--- config.mk ---
export PLATFORM = sky130hd
export DESIGN_NAME = press_sample_capture
export DESIGN_NICKNAME = d
export VERILOG_FILES = /design/src/psc_pkg.sv /design/src/press_sample_capture.sv /design/src/psc_cfg_regs.sv /design/src/psc_tracker.sv /design/src/psc_convert.sv /design/src/psc_serializer.sv
export SDC_FILE = /design/constraint.sdc
export NUM_CORES = 2
export LEC_CHECK = 0
export BUFFER_PORTS_ARGS = -buffer_cell sky130_fd_sc_hd__buf_2
export CAP_MARGIN = 25
export CORE_MARGIN = 2
export CORE_UTILIZATION = 45
export CTS_CLUSTER_SIZE = 8
export DETAILED_ROUTE_END_ITERATION = 12
export PLACE_DENSITY = 0.72
export SLEW_MARGIN = 20
export SYNTH_ARGS = -nofsm -noshare
export SYNTH_HDL_FRONTEND = slang
export SYNTH_SLANG_ARGS = --single-unit
--- constraint.sdc ---
create_clock -name aclk -period 24.9 [get_ports aclk]
set_input_delay 1.245 -clock aclk [delete_from_list [all_inputs] [get_ports aclk]]
set_output_delay 1.245 -clock aclk [all_outputs]
set_load 0.01 [all_outputs]
--- src/psc_pkg.sv ---
`default_nettype none

package psc_pkg;

    // Default depth of the history line behind the end report.
    localparam int BACK_SAMPLES_DEF = 20;

    localparam int CODE_W     = 16;
    localparam int TIME_W     = 32;
    localparam int CNT_W      = 32;
    localparam int MAG_W      = CODE_W + 1;
    localparam int THR_W      = 15;
    localparam int REL_W      = 4;
    localparam int WIN_W      = 16;
    localparam int OFFSET_W   = 17;
    localparam int GAIN_W     = 21;
    localparam int MARKS      = 4;
    localparam int MARK_IDX_W = 2;

    localparam int IN_DATA_W  = CODE_W + TIME_W;
    localparam int OUT_DATA_W = 192;
    localparam int CFG_IDX_W  = 3;
    localparam int CFG_DATA_W = 21;

    // Calibration arithmetic.
    localparam int PROD_W      = GAIN_W + CODE_W;
    localparam int SUM_W       = PROD_W + 1;
    localparam int FRAC_BITS   = 16;
    localparam int ROUND_HALF  = 32768;
    localparam int MV_W        = SUM_W - FRAC_BITS;
    localparam int VOLTS_W     = 18;
    localparam int VOLTS_MAX   = 131071;
    localparam int VOLTS_MIN   = -131072;
    localparam int PCT_W       = 7;
    localparam int PCT_LO_MV   = 8000;
    localparam int PCT_HI_MV   = 16000;
    localparam int PCT_FULL    = 100;
    localparam int PCT_BIAS    = 7960;   // 8000 minus half a step of 80
    localparam int PCT_X_W     = 13;
    localparam int PCT_RECIP   = 26215;  // ceil(2^21 / 80), exact for x below 43690
    localparam int PCT_RECIP_W = 15;
    localparam int PCT_PROD_W  = PCT_X_W + PCT_RECIP_W;
    localparam int PCT_SHIFT   = 21;

    localparam logic [REL_W-1:0] LOW_RUN_MAX = 4'd15;

    localparam logic [10:0] MARK_MS [0:MARKS-1] = '{11'd200, 11'd500, 11'd1000, 11'd2000};

    // Register reset values.
    localparam logic [THR_W-1:0]           THR_RST    = 15'd160;
    localparam logic [REL_W-1:0]           REL_RST    = 4'd3;
    localparam logic [WIN_W-1:0]           WSTART_RST = 16'd100;
    localparam logic [WIN_W-1:0]           WEND_RST   = 16'd500;
    localparam logic signed [OFFSET_W-1:0] OFFSET_RST = 17'sd10483;
    localparam logic signed [GAIN_W-1:0]   GAIN_RST   = 21'sd18044;

    typedef enum logic [1:0] {
        EV_START   = 2'd0,
        EV_MARK    = 2'd1,
        EV_DISPLAY = 2'd2,
        EV_END     = 2'd3
    } ev_code_t;

    typedef enum logic [CFG_IDX_W-1:0] {
        CFG_THRESHOLD   = 3'd0,
        CFG_RELEASE     = 3'd1,
        CFG_WIN_START   = 3'd2,
        CFG_WIN_END     = 3'd3,
        CFG_VOLT_OFFSET = 3'd4,
        CFG_VOLT_GAIN   = 3'd5
    } cfg_reg_t;

    typedef struct packed {
        logic [THR_W-1:0] threshold;
        logic [REL_W-1:0] release_count;
        logic [WIN_W-1:0] win_start;
        logic [WIN_W-1:0] win_end;
    } trk_cfg_t;

    typedef struct packed {
        logic signed [OFFSET_W-1:0] offset_mv;
        logic signed [GAIN_W-1:0]   gain_q16;
    } cal_cfg_t;

    typedef struct packed {
        logic             fin;
        logic             disp;
        logic [MARKS-1:0] marks;
        logic             start;
    } ev_flags_t;

    typedef struct packed {
        ev_flags_t                flags;
        logic [CNT_W-1:0]         press_number;
        logic signed [CODE_W-1:0] sample_code;
        logic signed [CODE_W-1:0] disp_code;
        logic [TIME_W-1:0]        duration;
        logic [CNT_W-1:0]         sample_count;
        logic signed [CODE_W-1:0] first_code;
        logic signed [CODE_W-1:0] peak_code;
        logic signed [CODE_W-1:0] end_code;
    } bundle_t;

    typedef struct packed {
        bundle_t                   evt;
        logic signed [VOLTS_W-1:0] volts_mv;
        logic [PCT_W-1:0]          percent;
    } res_bundle_t;

    function automatic logic [MAG_W-1:0] code_mag(input logic signed [CODE_W-1:0] v);
        logic signed [MAG_W-1:0] w;
        w = MAG_W'(v);
        code_mag = w[MAG_W-1] ? MAG_W'(-w) : MAG_W'(w);
    endfunction

endpackage

`default_nettype wire

--- src/press_sample_capture.sv ---
`default_nettype none

// Press sample capture. Each item on the s_ channel is one signed ADC code with its
// millisecond timestamp; the block tracks presses and reports press start, the codes at
// the 200/500/1000/2000 ms marks, the calibrated display value and the press end on the
// m_ channel, one result per item there, m_tlast marking the last result of an input item
// and m_tuser giving the event kind. An input item can be taken in every cycle unless
// back-pressure holds the tracker's output; it passes an input register, the press tracker,
// the two-stage millivolt/percent converter and the result register before its first result
// appears. An input item yields zero to five results, and the result side takes the next item
// only as the last result of the current one is taken. The configuration port is always ready
// and must be written only while no item is in flight.
module press_sample_capture import psc_pkg::*; #(
    parameter int BACK_SAMPLES = BACK_SAMPLES_DEF
) (
    input  wire logic                  aclk,
    input  wire logic                  aresetn,
    input  wire logic                  s_tvalid,
    output logic                       s_tready,
    input  wire logic [IN_DATA_W-1:0]  s_tdata,   // sample_code, time_ms
    output logic                       m_tvalid,
    input  wire logic                  m_tready,
    output logic [OUT_DATA_W-1:0]      m_tdata,   // press_number, mark_index, value_code,
                                                  // volts_mv, percent, duration_ms,
                                                  // sample_count, first_code, peak_code,
                                                  // end_code
    output logic [1:0]                 m_tuser,   // event_res
    output logic                       m_tlast,
    input  wire logic                  cfg_valid,
    output logic                       cfg_ready,
    input  wire logic [CFG_IDX_W-1:0]  cfg_index,
    input  wire logic [CFG_DATA_W-1:0] cfg_data
);

    trk_cfg_t    trk_cfg;
    cal_cfg_t    cal_cfg;
    logic        trk_valid, trk_ready;
    bundle_t     trk_bundle;
    logic        cnv_valid, cnv_ready;
    res_bundle_t cnv_bundle;

    psc_cfg_regs u_cfg (
        .aclk      (aclk),
        .aresetn   (aresetn),
        .cfg_valid (cfg_valid),
        .cfg_ready (cfg_ready),
        .cfg_index (cfg_index),
        .cfg_data  (cfg_data),
        .trk_cfg   (trk_cfg),
        .cal_cfg   (cal_cfg)
    );

    psc_tracker #(
        .BACK_SAMPLES (BACK_SAMPLES)
    ) u_tracker (
        .aclk       (aclk),
        .aresetn    (aresetn),
        .cfg        (trk_cfg),
        .s_tvalid   (s_tvalid),
        .s_tready   (s_tready),
        .s_tdata    (s_tdata),
        .out_valid  (trk_valid),
        .out_ready  (trk_ready),
        .out_bundle (trk_bundle)
    );

    psc_convert u_convert (
        .aclk       (aclk),
        .aresetn    (aresetn),
        .cfg        (cal_cfg),
        .in_valid   (trk_valid),
        .in_ready   (trk_ready),
        .in_bundle  (trk_bundle),
        .out_valid  (cnv_valid),
        .out_ready  (cnv_ready),
        .out_bundle (cnv_bundle)
    );

    psc_serializer u_serializer (
        .aclk      (aclk),
        .aresetn   (aresetn),
        .in_valid  (cnv_valid),
        .in_ready  (cnv_ready),
        .in_bundle (cnv_bundle),
        .m_tvalid  (m_tvalid),
        .m_tready  (m_tready),
        .m_tdata   (m_tdata),
        .m_tuser   (m_tuser),
        .m_tlast   (m_tlast)
    );

endmodule

`default_nettype wire

--- src/psc_cfg_regs.sv ---
`default_nettype none

module psc_cfg_regs import psc_pkg::*; (
    input  wire logic                  aclk,
    input  wire logic                  aresetn,
    input  wire logic                  cfg_valid,
    output logic                       cfg_ready,
    input  wire logic [CFG_IDX_W-1:0]  cfg_index,
    input  wire logic [CFG_DATA_W-1:0] cfg_data,
    output trk_cfg_t                   trk_cfg,
    output cal_cfg_t                   cal_cfg
);

    trk_cfg_t trk_reg, trk_next;
    cal_cfg_t cal_reg, cal_next;

    assign cfg_ready = 1'b1;

    always_comb begin
        trk_next = trk_reg;
        cal_next = cal_reg;
        if (cfg_valid) begin
            case (cfg_index)
                CFG_THRESHOLD:   trk_next.threshold     = cfg_data[THR_W-1:0];
                CFG_RELEASE:     trk_next.release_count = cfg_data[REL_W-1:0];
                CFG_WIN_START:   trk_next.win_start     = cfg_data[WIN_W-1:0];
                CFG_WIN_END:     trk_next.win_end       = cfg_data[WIN_W-1:0];
                CFG_VOLT_OFFSET: cal_next.offset_mv     = cfg_data[OFFSET_W-1:0];
                CFG_VOLT_GAIN:   cal_next.gain_q16      = cfg_data[GAIN_W-1:0];
                default: ;
            endcase
        end
    end

    always_ff @(posedge aclk) begin
        if (!aresetn) begin
            trk_reg.threshold     <= THR_RST;
            trk_reg.release_count <= REL_RST;
            trk_reg.win_start     <= WSTART_RST;
            trk_reg.win_end       <= WEND_RST;
            cal_reg.offset_mv     <= OFFSET_RST;
            cal_reg.gain_q16      <= GAIN_RST;
        end else begin
            trk_reg <= trk_next;
            cal_reg <= cal_next;
        end
    end

    assign trk_cfg = trk_reg;
    assign cal_cfg = cal_reg;

endmodule

`default_nettype wire

--- src/psc_tracker.sv ---
`default_nettype none

module psc_tracker import psc_pkg::*; #(
    parameter int BACK_SAMPLES = BACK_SAMPLES_DEF
) (
    input  wire logic                 aclk,
    input  wire logic                 aresetn,
    input  wire trk_cfg_t             cfg,
    input  wire logic                 s_tvalid,
    output logic                      s_tready,
    input  wire logic [IN_DATA_W-1:0] s_tdata,
    output logic                      out_valid,
    input  wire logic                 out_ready,
    output bundle_t                   out_bundle
);

    localparam int FILL_W = $clog2(BACK_SAMPLES + 2);
    localparam logic [FILL_W-1:0] FILL_FULL = FILL_W'(BACK_SAMPLES + 1);

    // Input register.
    logic                     in_valid_reg, in_valid_next;
    logic signed [CODE_W-1:0] in_code_reg;
    logic [TIME_W-1:0]        in_time_reg;

    // Press state.
    logic                     active_reg, active_next;
    logic [CNT_W-1:0]         press_reg, press_next;
    logic [TIME_W-1:0]        start_reg, start_next;
    logic [CNT_W-1:0]         count_reg, count_next;
    logic signed [CODE_W-1:0] first_reg, first_next;
    logic signed [CODE_W-1:0] peak_reg, peak_next;
    logic [MARKS-1:0]         marks_reg, marks_next;
    logic signed [CODE_W-1:0] wval_reg, wval_next;
    logic                     wvalid_reg, wvalid_next;
    logic                     ddone_reg, ddone_next;
    logic [REL_W-1:0]         low_run_reg, low_run_next;
    logic [FILL_W-1:0]        fill_reg, fill_next;
    logic signed [CODE_W-1:0] tap_reg [0:BACK_SAMPLES];

    logic    out_valid_reg, out_valid_next;
    bundle_t out_bundle_reg, out_bundle_next;

    logic                     b_ready, in_take;
    logic [MAG_W-1:0]         mag;
    logic                     high, starting, sample, low_path, ending;
    logic [TIME_W-1:0]        e_start, t;
    logic [CNT_W-1:0]         e_count, e_press;
    logic signed [CODE_W-1:0] e_peak, e_first, e_wval;
    logic [MARKS-1:0]         e_marks, mark_fire;
    logic                     e_wvalid, e_ddone, win_upd, wvalid_new, disp_s;
    logic [FILL_W-1:0]        e_fill;
    logic [REL_W-1:0]         low_run_inc;
    logic signed [CODE_W-1:0] wval_new;
    ev_flags_t                flags;

    assign b_ready  = !out_valid_reg || out_ready;
    assign in_take  = in_valid_reg && b_ready;
    assign s_tready = !in_valid_reg || b_ready;

    assign in_valid_next = (s_tvalid && s_tready) ? 1'b1 : (in_take ? 1'b0 : in_valid_reg);

    always_comb begin
        mag      = code_mag(in_code_reg);
        high     = mag >= MAG_W'(cfg.threshold);
        starting = !active_reg && high;
        sample   = starting || (active_reg && high);
        low_path = active_reg && !high;

        // A starting item sees the freshly cleared press state.
        e_start  = starting ? in_time_reg : start_reg;
        e_count  = starting ? '0 : count_reg;
        e_peak   = starting ? in_code_reg : peak_reg;
        e_first  = starting ? in_code_reg : first_reg;
        e_marks  = starting ? '0 : marks_reg;
        e_wvalid = starting ? 1'b0 : wvalid_reg;
        e_wval   = starting ? '0 : wval_reg;
        e_ddone  = starting ? 1'b0 : ddone_reg;
        e_fill   = starting ? '0 : fill_reg;
        e_press  = starting ? press_reg + 1'b1 : press_reg;

        t = in_time_reg - e_start;

        for (int i = 0; i < MARKS; i++) begin
            mark_fire[i] = !e_marks[i] && (t >= TIME_W'(MARK_MS[i]));
        end

        win_upd = (t >= TIME_W'(cfg.win_start)) && (t <= TIME_W'(cfg.win_end)) &&
                  (!e_wvalid || (mag > code_mag(e_wval)));
        wvalid_new = e_wvalid || win_upd;
        wval_new   = win_upd ? in_code_reg : e_wval;
        disp_s     = !e_ddone && (t > TIME_W'(cfg.win_end)) && wvalid_new;

        low_run_inc = (low_run_reg != LOW_RUN_MAX) ? low_run_reg + 1'b1 : low_run_reg;
        ending      = low_path && !(low_run_inc < cfg.release_count);

        flags.start = starting;
        flags.marks = sample ? mark_fire : '0;
        flags.disp  = sample ? disp_s : (ending && !ddone_reg);
        flags.fin   = ending;

        out_bundle_next.flags        = flags;
        out_bundle_next.press_number = e_press;
        out_bundle_next.sample_code  = in_code_reg;
        out_bundle_next.disp_code    = sample ? wval_new : (wvalid_reg ? wval_reg : peak_reg);
        out_bundle_next.duration     = t;
        out_bundle_next.sample_count = count_reg;
        out_bundle_next.first_code   = first_reg;
        out_bundle_next.peak_code    = peak_reg;
        out_bundle_next.end_code     = (fill_reg == FILL_FULL) ? tap_reg[BACK_SAMPLES] : first_reg;

        active_next  = active_reg;
        press_next   = press_reg;
        start_next   = start_reg;
        count_next   = count_reg;
        first_next   = first_reg;
        peak_next    = peak_reg;
        marks_next   = marks_reg;
        wval_next    = wval_reg;
        wvalid_next  = wvalid_reg;
        ddone_next   = ddone_reg;
        low_run_next = low_run_reg;
        fill_next    = fill_reg;

        if (in_take) begin
            if (sample) begin
                active_next  = 1'b1;
                press_next   = e_press;
                start_next   = e_start;
                count_next   = e_count + 1'b1;
                first_next   = e_first;
                peak_next    = (mag > code_mag(e_peak)) ? in_code_reg : e_peak;
                marks_next   = e_marks | mark_fire;
                wval_next    = wval_new;
                wvalid_next  = wvalid_new;
                ddone_next   = e_ddone || disp_s;
                low_run_next = '0;
                fill_next    = (e_fill == FILL_FULL) ? e_fill : e_fill + 1'b1;
            end else if (low_path) begin
                low_run_next = low_run_inc;
                if (ending) begin
                    active_next = 1'b0;
                    ddone_next  = 1'b1;
                end
            end
        end

        if (in_take) begin
            out_valid_next = |flags;
        end else if (out_ready) begin
            out_valid_next = 1'b0;
        end else begin
            out_valid_next = out_valid_reg;
        end
    end

    always_ff @(posedge aclk) begin
        if (!aresetn) begin
            in_valid_reg  <= 1'b0;
            out_valid_reg <= 1'b0;
            active_reg    <= 1'b0;
            press_reg     <= '0;
            start_reg     <= '0;
            count_reg     <= '0;
            first_reg     <= '0;
            peak_reg      <= '0;
            marks_reg     <= '0;
            wval_reg      <= '0;
            wvalid_reg    <= 1'b0;
            ddone_reg     <= 1'b0;
            low_run_reg   <= '0;
            fill_reg      <= '0;
        end else begin
            in_valid_reg  <= in_valid_next;
            out_valid_reg <= out_valid_next;
            active_reg    <= active_next;
            press_reg     <= press_next;
            start_reg     <= start_next;
            count_reg     <= count_next;
            first_reg     <= first_next;
            peak_reg      <= peak_next;
            marks_reg     <= marks_next;
            wval_reg      <= wval_next;
            wvalid_reg    <= wvalid_next;
            ddone_reg     <= ddone_next;
            low_run_reg   <= low_run_next;
            fill_reg      <= fill_next;
        end
    end

    always_ff @(posedge aclk) begin
        if (s_tvalid && s_tready) begin
            in_code_reg <= s_tdata[CODE_W-1:0];
            in_time_reg <= s_tdata[IN_DATA_W-1:CODE_W];
        end
        if (in_take && (|flags)) begin
            out_bundle_reg <= out_bundle_next;
        end
        // History line: newest sample at the front, the oldest kept one at the back.
        if (in_take && sample) begin
            tap_reg[0] <= in_code_reg;
            for (int i = 1; i <= BACK_SAMPLES; i++) begin
                tap_reg[i] <= tap_reg[i-1];
            end
        end
    end

    assign out_valid  = out_valid_reg;
    assign out_bundle = out_bundle_reg;

endmodule

`default_nettype wire

--- src/psc_convert.sv ---
`default_nettype none

module psc_convert import psc_pkg::*; (
    input  wire logic  aclk,
    input  wire logic  aresetn,
    input  wire cal_cfg_t cfg,
    input  wire logic  in_valid,
    output logic       in_ready,
    input  wire bundle_t in_bundle,
    output logic       out_valid,
    input  wire logic  out_ready,
    output res_bundle_t out_bundle
);

    logic                    valid_reg, valid_next;
    bundle_t                 bundle_reg;
    logic signed [SUM_W-1:0] sum_reg;

    logic signed [PROD_W-1:0]   prod;
    logic signed [SUM_W-1:0]    sum_next, rnd;
    logic signed [MV_W-1:0]     mv;
    logic [PCT_X_W-1:0]         pct_x;
    logic [PCT_PROD_W-1:0]      pct_prod;
    logic signed [VOLTS_W-1:0]  volts;
    logic [PCT_W-1:0]           pct;

    assign in_ready = !valid_reg || out_ready;

    // First stage: gain times code plus the offset at the same scale.
    assign prod     = cfg.gain_q16 * in_bundle.disp_code;
    assign sum_next = SUM_W'(prod) + (SUM_W'(cfg.offset_mv) <<< FRAC_BITS);

    always_comb begin
        if (in_valid && in_ready) begin
            valid_next = 1'b1;
        end else if (out_ready) begin
            valid_next = 1'b0;
        end else begin
            valid_next = valid_reg;
        end
    end

    always_ff @(posedge aclk) begin
        if (!aresetn) begin
            valid_reg <= 1'b0;
        end else begin
            valid_reg <= valid_next;
        end
    end

    always_ff @(posedge aclk) begin
        if (in_valid && in_ready) begin
            bundle_reg <= in_bundle;
            sum_reg    <= sum_next;
        end
    end

    // Second stage: round to millivolts, saturate, and scale to percent.
    always_comb begin
        rnd = sum_reg + SUM_W'(ROUND_HALF);
        mv  = rnd[SUM_W-1:FRAC_BITS];

        if (mv > MV_W'(VOLTS_MAX)) begin
            volts = VOLTS_W'(VOLTS_MAX);
        end else if (mv < MV_W'(VOLTS_MIN)) begin
            volts = VOLTS_W'(VOLTS_MIN);
        end else begin
            volts = mv[VOLTS_W-1:0];
        end

        pct_x    = PCT_X_W'(mv - MV_W'(PCT_BIAS));
        pct_prod = PCT_PROD_W'(pct_x) * PCT_PROD_W'(PCT_RECIP);
        if (mv <= MV_W'(PCT_LO_MV)) begin
            pct = '0;
        end else if (mv >= MV_W'(PCT_HI_MV)) begin
            pct = PCT_W'(PCT_FULL);
        end else begin
            pct = pct_prod[PCT_SHIFT +: PCT_W];
        end
    end

    assign out_valid           = valid_reg;
    assign out_bundle.evt      = bundle_reg;
    assign out_bundle.volts_mv = volts;
    assign out_bundle.percent  = pct;

endmodule

`default_nettype wire

--- src/psc_serializer.sv ---
`default_nettype none

module psc_serializer import psc_pkg::*; (
    input  wire logic                 aclk,
    input  wire logic                 aresetn,
    input  wire logic                 in_valid,
    output logic                      in_ready,
    input  wire res_bundle_t          in_bundle,
    output logic                      m_tvalid,
    input  wire logic                 m_tready,
    output logic [OUT_DATA_W-1:0]     m_tdata,
    output logic [1:0]                m_tuser,
    output logic                      m_tlast
);

    localparam int PEND_W = $bits(ev_flags_t);

    logic              valid_reg, valid_next;
    logic [PEND_W-1:0] pend_reg, pend_next;
    res_bundle_t       bundle_reg;

    logic [PEND_W-1:0]        cur;
    logic                     last_one, take;
    ev_code_t                 ev;
    logic [MARK_IDX_W-1:0]    mark_idx;
    logic signed [CODE_W-1:0] value_code;
    logic                     is_disp, is_end;

    // Pending results go out lowest bit first: start, marks, display, end.
    assign cur      = pend_reg & (~pend_reg + 1'b1);
    assign last_one = (pend_reg & ~cur) == '0;
    assign take     = valid_reg && m_tready;
    assign in_ready = !valid_reg || (m_tready && last_one);

    always_comb begin
        valid_next = valid_reg;
        pend_next  = pend_reg;
        if (in_valid && in_ready) begin
            valid_next = 1'b1;
            pend_next  = in_bundle.evt.flags;
        end else if (take) begin
            pend_next = pend_reg & ~cur;
            if (last_one) begin
                valid_next = 1'b0;
            end
        end
    end

    always_ff @(posedge aclk) begin
        if (!aresetn) begin
            valid_reg <= 1'b0;
            pend_reg  <= '0;
        end else begin
            valid_reg <= valid_next;
            pend_reg  <= pend_next;
        end
    end

    always_ff @(posedge aclk) begin
        if (in_valid && in_ready) begin
            bundle_reg <= in_bundle;
        end
    end

    always_comb begin
        mark_idx   = '0;
        value_code = '0;
        is_disp    = 1'b0;
        is_end     = 1'b0;
        if (pend_reg[0]) begin
            ev         = EV_START;
            value_code = bundle_reg.evt.sample_code;
        end else if (pend_reg[1]) begin
            ev         = EV_MARK;
            mark_idx   = 2'd0;
            value_code = bundle_reg.evt.sample_code;
        end else if (pend_reg[2]) begin
            ev         = EV_MARK;
            mark_idx   = 2'd1;
            value_code = bundle_reg.evt.sample_code;
        end else if (pend_reg[3]) begin
            ev         = EV_MARK;
            mark_idx   = 2'd2;
            value_code = bundle_reg.evt.sample_code;
        end else if (pend_reg[4]) begin
            ev         = EV_MARK;
            mark_idx   = 2'd3;
            value_code = bundle_reg.evt.sample_code;
        end else if (pend_reg[5]) begin
            ev         = EV_DISPLAY;
            value_code = bundle_reg.evt.disp_code;
            is_disp    = 1'b1;
        end else begin
            ev     = EV_END;
            is_end = 1'b1;
        end
    end

    assign m_tvalid = valid_reg;
    assign m_tlast  = last_one;
    assign m_tuser  = ev;
    // m_tdata from bit 0: press_number, mark_index, value_code, volts_mv, percent,
    // duration_ms, sample_count, first_code, peak_code, end_code, zero fill.
    assign m_tdata = {
        5'b0,
        is_end  ? bundle_reg.evt.end_code     : {CODE_W{1'b0}},
        is_end  ? bundle_reg.evt.peak_code    : {CODE_W{1'b0}},
        is_end  ? bundle_reg.evt.first_code   : {CODE_W{1'b0}},
        is_end  ? bundle_reg.evt.sample_count : {CNT_W{1'b0}},
        is_end  ? bundle_reg.evt.duration     : {TIME_W{1'b0}},
        is_disp ? bundle_reg.percent          : {PCT_W{1'b0}},
        is_disp ? bundle_reg.volts_mv         : {VOLTS_W{1'b0}},
        value_code,
        mark_idx,
        bundle_reg.evt.press_number
    };

endmodule

`default_nettype wire
==> results.md <==
* Top cells by area, synth: edfxtp_1, fa_1, dfxtp_1, ha_1, nand2_1
* Worst Tran Pin Value at 1030 ps
* Status: finished, final reports clean
* Critical path's largest stage delay at 810 ps
* Synth top area share at a little under half
* Psw at 4.10 mW
* Hold_buf cts at 0
* Max FFs per register at about 340
* Core area at 0.142 mm^2
* Main flop type after synthesis: edfxtp_1
* Worst-Skew Late Latency at 820 ps
* Switching Fraction at 39.8%
* LEAKAGE at 29.3 nW
* Post CTS Setup Buffer Count at 0
* Vias per inst at 5.28
* Slew Limit Fails at 0
* Crit path kind: reg2reg
* Crit path time final at 10,880 ps
* Most frequent cells in the layout: edfxtp_1, nand2_1, inv_1, fa_1, ha_1
* Unrepaired setup endpoints after global routing: no
* CP Max Fanout at 61
* Root Buffer: clkbuf_16
* CTS Buf Count at between 150 and 200
* Sequential power share at between 20% and 30%
* GRT Residual Overflow at 0
* CTS tree: done
* Storage cell area at 0.0345 mm^2
* Relative slew slack at 31.1%
* Final WL at 153,000 um
* # resized after CTS at 0
* Final setup violation count at 0
* Synthesized flop and latch total at 1,234
* Hold WC Path Type: reg2reg
* Share of cells above drive strength 1 at between 10% and 20%
* Initial Util at 45.4%
* Final Hold Vio Count at 0
* # DRC at 0
* Clock Skew at around 83 ps
* F_max at just over 90 MHz
* Final period util at 43.7%
* Synthesized cell area at ~0.064 mm^2
* Biggest area consumer among synthesized cells: edfxtp_1
* Yosys warns at 0
* Die Area at approximately 0.15 mm^2
* Fillers at 11,984
* Area Overhead vs Synth at 13.3%
* Register area share after synthesis at 53.4%
* Initial antenna violation count at 11
* CP max stage cell: buf_4
* HPWL Detailed at between 100,000 and 150,000 um
* CP Launch Type: register
* Clk buf depth at 3
* Critical path arrival at 11,270 ps
* Unique masters post-synth at 90
* DR vias at 40,055
* Pre-CTS setup slack at 14,120 ps
* Combinational power share at 54.1%
* Wire length per cell at 20.2 um
* Max-Cap Viols at 0
* Io pins at between 200 and 300
* Clock transition at path regs at 50 ps
* Largest net degree at the start of global routing at 128
* Most common cell after layout, fill and taps aside: edfxtp_1
* Final worst slack at 14,020 ps
* Power Internal at 6.20 mW
* Synth Instances at 5,301
* Fin Setup TNS at 0 ps
* Area of the multi-input gates at 0.0268 mm^2
* Synthesized area per cell at 12.2 um^2
* CTS sink cnt at 1,234
* First-pass GRT wire length at 239,000 um
* Fraction of registers with async set/reset at 0%
* Htree depth at 4
* Detail Route Antenna Nets at 0
* Nets at about 6,300
* Power density cells at around 140 mW/mm^2
* Worst Path Required at 25,290 ps
* Post-synth EDFFs at 974
* GRT Util Overall at a little over a fifth
* Worst hold margin at between 300 and 400 ps
* I/O Buffers at 268
* Cell Rows at approximately 140
* Worst IR drop on VDD at approximately 410 uV
* Drt first-iter violations at between 3,000 and 4,000
* DIE WIDTH at 382 um
* Routability Congestion at a little under 0.9
* Clk pwr share at 21.9%
* DRT Pass-1 Iters at 5
* CP Capture Type: register
* Die extent in y at 382 um
* Vias in the first global route at 41,274
==> final timing paths <==
check	from	end	slack [ps]	cells after the start
worst min-delay path	u_tracker.tap_reg[2][37]$_DFFE_PP_	u_tracker.tap_reg[2][53]$_DFFE_PP_	390	0
worst min register to register	u_tracker.tap_reg[2][37]$_DFFE_PP_	u_tracker.tap_reg[2][53]$_DFFE_PP_	390	0
worst max register to register	u_tracker.in_code_reg[0]$_DFFE_PP_	u_tracker.out_bundle[108]$_DFFE_PP_	14020	35
worst max-delay path	u_tracker.in_code_reg[0]$_DFFE_PP_	u_tracker.out_bundle[108]$_DFFE_PP_	14020	35
==> power by group through the flow <==
| stage | Combinational [mW] | Clock [mW] | Sequential [mW] |
|---|---|---|---|
| 4_1_cts | 5.67 | 2.31 | 2.47 |
| 6_report | 5.57 | 2.26 | 2.47 |
| 3_3_place_gp | 5.45 | 0 | 2.51 |
| 2_1_floorplan | 4.25 | 0 | 2.50 |
| 5_1_grt | 6.56 | 2.40 | 2.48 |
| 3_5_place_dp | 5.62 | 0 | 2.51 |
==> critical path: cells and delay by family, from the launching register on <==
| family | cells | cell delay (ps) |
|---|---|---|
| compound gates | 15 | 4080 |
| simple gates | 7 | 970 |
| flops | 1 | 530 |
| xor+xnor | 1 | 220 |
| mux | 1 | 270 |
| buf+inv | 6 | 2980 |
| fa+ha+maj | 5 | 1300 |
==> synthesized netlist by cell type, types with 16 or more instances <==
library cell and number:
or3_1 21, mux2i_1 66, nor2b_1 59, edfxtp_1 974, ha_1 285, and3_1 180
nand2_1 752, or2_2 16, nand4_1 33, nor3_1 35, nand3_1 91, fa_1 409
dfxtp_1 260, inv_1 565, buf_4 41, nand2b_1 40, o211ai_1 26, o21ai_0 112
xor2_1 72, mux2_2 20, xnor2_1 132, nor2_1 141, a211oi_1 19, a21o_1 51
clkbuf_1 202, and2_1 182, o21a_1 25, a21boi_0 133, a21oi_1 134
==> logic make-up (layout without fill, tap and decap cells) <==
| family | Yosys count | in the layout | share of synthesized area, % |
|---|---|---|---|
| compound gates | 633 | 633 | 6.68 |
| mux | 99 | 99 | 1.67 |
| xor+xnor | 204 | 204 | 2.77 |
| simple gates | 1603 | 1603 | 12.0 |
| flops | 1234 | 1234 | 53.4 |
| other cells | 2 | 12 | 0.0117 |
| fa+ha+maj | 697 | 697 | 18.3 |
| buf+inv | 829 | 1213 | 5.13 |
==> per-layer routing <==
| metal | share of wire (%) | vias up | track usage, % | wire [um] |
|---|---|---|---|---|
| li1 | - | 18474 | - | - |
| met1 | 44 | 19993 | 28.9 | 67200 |
| met2 | 47 | 1325 | 34.2 | 72000 |
| met3 | 6.9 | 255 | 4.59 | 10600 |
| met4 | 2.4 | 8 | 6.20 | 3660 |
| met5 | 0.023 | - | 0 | 35 |
==> layout make-up <==
cell class,count,area share (%)
Sequential cell,1234,47.2
Antenna cell,2,0.00685
Tap cell,1890,3.24
Inverter,566,2.92
Clock buffer,302,6.69
Clock inverter,20,0.651
Timing Repair Buffer,325,2.55
Multi-Input combinational cell,3246,36.7
==> per-stage QoR <==
| step | power, mW | area [um^2] | utilization (%) | std cells |
|---|---|---|---|---|
| after global routing | 11.4 | 73000 | 51.4 | 7583 |
| after detailed placement | 8.13 | 67500 | 47.6 | 7254 |
| final | 10.3 | 73000 | 51.4 | 7585 |
| after floorplan | 6.75 | 64500 | - | 5309 |
| after CTS | 10.5 | 72900 | 51.4 | 7576 |
| after global placement | 7.95 | 67500 | 47.6 | 7253 |
Note: power is estimated with default switching activity, not from simulation.
